## src/design/pba_ram.sv

```systemverilog
`timescale 1ns / 1ps
`default_nettype none

module pba_ram #(
  parameter int WIDTH = 64,
  parameter int DEPTH = 64
) (
  input  wire logic                                   clk,
  input  wire logic                                   we,
  input  wire logic [(DEPTH > 1 ? $clog2(DEPTH) : 1)-1:0] waddr,
  input  wire logic [WIDTH-1:0]                       wdata,
  input  wire logic                                   re,
  input  wire logic [(DEPTH > 1 ? $clog2(DEPTH) : 1)-1:0] raddr,
  output logic      [WIDTH-1:0]                       rdata
);

  logic [WIDTH-1:0] mem [DEPTH];

  always_ff @(posedge clk) begin
    if (we) begin
      mem[waddr] <= wdata;
    end
    if (re) begin
      rdata <= mem[raddr];
    end
  end

endmodule

`default_nettype wire

```

## config.mk

```make
export PLATFORM = sky130hd
export DESIGN_NAME = pba_ram
export DESIGN_NICKNAME = d
export VERILOG_FILES = /design/src/design/pba_ram.sv
export SDC_FILE = /design/constraint.sdc
export NUM_CORES = 2
export LEC_CHECK = 0
export BUFFER_PORTS_ARGS = -buffer_cell sky130_fd_sc_hd__buf_2
export CELL_PAD_IN_SITES_DETAIL_PLACEMENT = 0
export CELL_PAD_IN_SITES_GLOBAL_PLACEMENT = 2
export CORE_MARGIN = 1
export CORE_UTILIZATION = 35
export CTS_BUF_LIST = sky130_fd_sc_hd__clkbuf_4 sky130_fd_sc_hd__clkbuf_8 sky130_fd_sc_hd__clkbuf_16
export DETAILED_ROUTE_END_ITERATION = 6
export GPL_TIMING_DRIVEN = 0
export PLACE_DENSITY = 0.67
export REMOVE_ABC_BUFFERS = 1
export SLEW_MARGIN = 20
export SYNTH_ARGS = -nofsm -noshare
export SYNTH_HDL_FRONTEND = slang
export SYNTH_SLANG_ARGS = --single-unit
```

## constraint.sdc

```tcl
create_clock -name clk -period 7.72 [get_ports clk]
set_input_delay 0.386 -clock clk [delete_from_list [all_inputs] [get_ports clk]]
set_output_delay 0.386 -clock clk [all_outputs]
set_load 0.005 [all_outputs]
```

Word-level counts from Yosys, hierarchy flattened

Memory sizes are Yosys's and may differ from the RTL's. A register that Yosys moved wholly into a read port is not among the register bits.
Index checks and enable logic that the tools add are counted.

Muxes and demuxes: 2

Operators with widths:

| operator | count |
|---|---|
| $mux W1  | 2 |

Word-level logic and storage cells: 3
Input port bits: 79
RAM bits: 4096
Output and inout bits: 64
Memories kept: 1
Bits in registers: 0

Memory list:

| memory | words | bits a word | read ports | clocked after memory_dff | wr ports | line | RTL |
|---|---|---|---|---|---|---|---|
| mem    | 64    | 64          | 1          | 1                        | 1        | 17   | `logic [WIDTH-1:0] mem [DEPTH];` |

Logic depth before layout (Yosys ltp)

Depth after elaboration: 2
Gate-level depth with buffers: 9
Mapped depth without buffers: 5

Least setup slack after synthesis

No wires, ideal clock.

Path kind: input-to-reg
Start point: input waddr[3] (netlist name)
End point: memory mem[48][0], enable pin
Setup time: 0.564 ns
Data required time: 7.156 ns
Stages on the path: 4
Path buffers: 1
Slack: 1.898 ns
Arrival: 5.258 ns
Cells stage by stage: clkbuf_1 -> nor2b_1 -> nand4b_1 -> nor3_1

RTL lines:

| element     | line | RTL |
|---|---|---|
| from (decl) | 10   | `input wire logic [(DEPTH > 1 ? $clog2(DEPTH) : 1)-1:0] waddr,` |
| to (decl)   | 17   |  |

No word-level cell before the write port.

==> impl_metrics.tcl <==
set metrics [dict create \
    status "complete, no violations" \
    die_x_microns 672 \
    vias 73528 \
    grt_pass1_vias 75701 \
    cts.sinks 4160 \
    cp_max_fo 94 \
    synthCells 6598 \
    fin_cells 13515 \
    synth-seq-cells 4160 \
    ys_seq_area_share_pct 79.6 \
    finalSetupViolCount 0 \
    synthTopCellsByCount "4160 x edfxtp_1, 1024 x mux4_2, 170 x buf_2" \
    cts_root_buf "clkbuf_16" \
    fin_setup_tns_ns 0 \
    drc 0 \
    powerDensity_mw_per_mm2 255 \
    netlist.area_leader.share_pct 79.6 \
    cts-buffers-inserted 424 \
    place.port_buffers 142 \
    synth-main-ff-cell "edfxtp_1" \
    ctsHtreeMaxLevel 5 \
    rows 245 \
    rsz0062_at_grt "false" \
    setup.worst_path.start "raddr[1]" \
    clockBufferDepth 4 \
    peakVddDrop_uv 201 \
    fin_util_pct 42.0 \
    critPathMaxStageDelay_ns 0.58 \
    drtAntennaViolNets 0 \
    min_from "wdata[8]" \
    nFillCells 37918 \
    drt_iter0_markers 8013 \
    syn2layout_area_growth_pct 19.2 \
    synth_top_area_cell "edfxtp_1" \
    drive_above_1_share_pct 31.3 \
    path_cells "buf_12, buf_16, buf_16, buf_16, mux4_2, or3_1, a41oi_1, a211oi_1" \
    fin_ws_ns 4.28 \
    skew_ns 0.0452 \
    ys_warn_count 0 \
    whs_ns 0.114 \
    routedWlPerCell_microns 30.6 \
    clk_latency_ns 0.98 \
    synth_cell_type_count 32 \
    finalMaxSlewViolations 0 \
    antenna_found_initial 34 \
    post-route-min-period_ns 3.44 \
    wirelength_mm 413 \
    synthTopCellsByArea "edfxtp_1 80%, mux4_2 15%, mux2i_1 0.86%" \
    via_per_inst 5.44 \
    worstPathRequired_ns 8.39 \
    io-pin-count 143 \
    placed_area_sq_mm 0.173 \
    cpMostUsedCell "buf_16" \
    drv_cap 0 \
    dp_hpwl_mm 273 \
    seqCellArea_sq_mm 0.125 \
    cp-start-kind "input pin" \
    synth.most_common_cell "edfxtp_1" \
    worst_pin_slew_ns 1.12 \
    die-area_sq_mm 0.451 \
    power_mw 47.7 \
    cp.arrival_ns 4.11 \
    critical_path_class "in2reg" \
    async_flop_share_pct 0 \
    leakage_nw 58.2 \
    grt_pass1_wl_mm 581 \
    cts_tree "done" \
    grtUsageTotal_pct 18.0 \
    grt_max_degree 107 \
    synth_edf_count 4160 \
    start_util_pct 35.2 \
    post-cts-setup-buffer-count 0 \
    r2r_start "mem[34][24]" \
    avgSynthCellArea_sq_um 23.8 \
    slowest_stage "a41oi_1" \
    layout.nets 7301 \
    fin_area_sq_mm 0.187 \
    hold_path_class "in2reg" \
    die_h_microns 672 \
    clkTransAtPathRegs_ns 0.07 \
    multi_input_area_sq_mm 0.0308 \
    synth_area_sq_mm 0.157 \
    overflow 0 \
    preCtsSetupSlack_ns 3.15 \
    drtPass1Iterations 5 \
    slew_headroom_pct 25.5 \
    fin_crit_sh_pct 44.5 \
    endpoint_kind "flip-flop" \
    core-area_sq_mm 0.446 \
    dp.cells 12716 \
    finalHoldViolCount 0 \
    fmax_mhz 291 \
    gp_congestion 0.687 \
]
==> power breakdown <==
group	internal, mW	total, mW	switching [mW]
logic	0.858	2.15	1.29
registers	25.1	25.1	0.0407
clock network	11.8	20.4	8.67
total	37.7	47.7	10.0
==> metal layers <==
layer  track usage [%]  vias up  share of wire [%]
met4              4.41       16                2.6
met5                 0        -              0.028
met1              24.0    40230                 40
li1                  -    29921                  -
met2              30.8     2723                 50
met3              2.93      638                6.7
==> critical path: cells and delay by family <==
family                 cells  cell delay (ns)
muxes                      1             0.57
AOI/OAI and AO/OA          2             0.72
buffers and inverters      4             1.67
and+or+nand+nor            1             0.32
==> worst paths after layout <==
kind / end / slack [ns] / depth (start not counted)
worst max-delay path: rdata[19] / 4.28 / 8
worst min-delay path: mem[21][8] / 0.11 / 1
worst max register to register: rdata[24] / 5.43 / 4
worst min register to register: rdata[62] / 0.99 / 4
==> placed cells by master, fill, tap and decap left out, drive strengths merged, types with 2 or more instances in the layout <==
master and count:
and3 64, diode 11, nor2 112, nand4 2
or3 29, a31oi 18, nand2b 11, nand2 58
edfxtp 4160, bufinv 38, nor2b 28, buf 561
mux4 1024, a22oi 168, a2bb2oi 19, and2 3
clkbuf 504, mux2i 135, dlygate4sd3 7, nand3b 2
a211oi 63, clkinvlp 6, nor3 2, a22o 88
inv 34, o22ai 83, a41oi 26, o221ai 38
clkinv 217, nand3 45, or2 28
==> sequential cells by signal (all words and copies together) (netlist names) <==
signal	flops
rdata	64
mem	4096
==> what timing repair did <==
action,in CTS,in global routing
hold buffers,4,3
endpoints found under the hold margin,41,78
resized for setup,0,0
==> cells by family (layout without fill, tap and decap cells) <==
kind of cell | count (synthesis) | after routing | share of synthesized area (%)
compound gates | 504 | 504 | 2.47
flops | 4160 | 4160 | 79.6
other cells | 0 | 11 | 0
mux | 1159 | 1159 | 15.6
simple gates | 386 | 386 | 1.23
buf+inv | 389 | 1367 | 1.18
==> area by class of cell <==
cell class	instances	share of cell area (%)
multi-input cells	2049	16.5
flip-flops and latches	4160	66.7
repair buffers	568	5.38
well taps	5928	3.96
clock buffers	504	6.06
clock inverters	276	1.34
inverters	19	0.0381
diodes	11	0.0147
(Power assumes the default switching activity.)
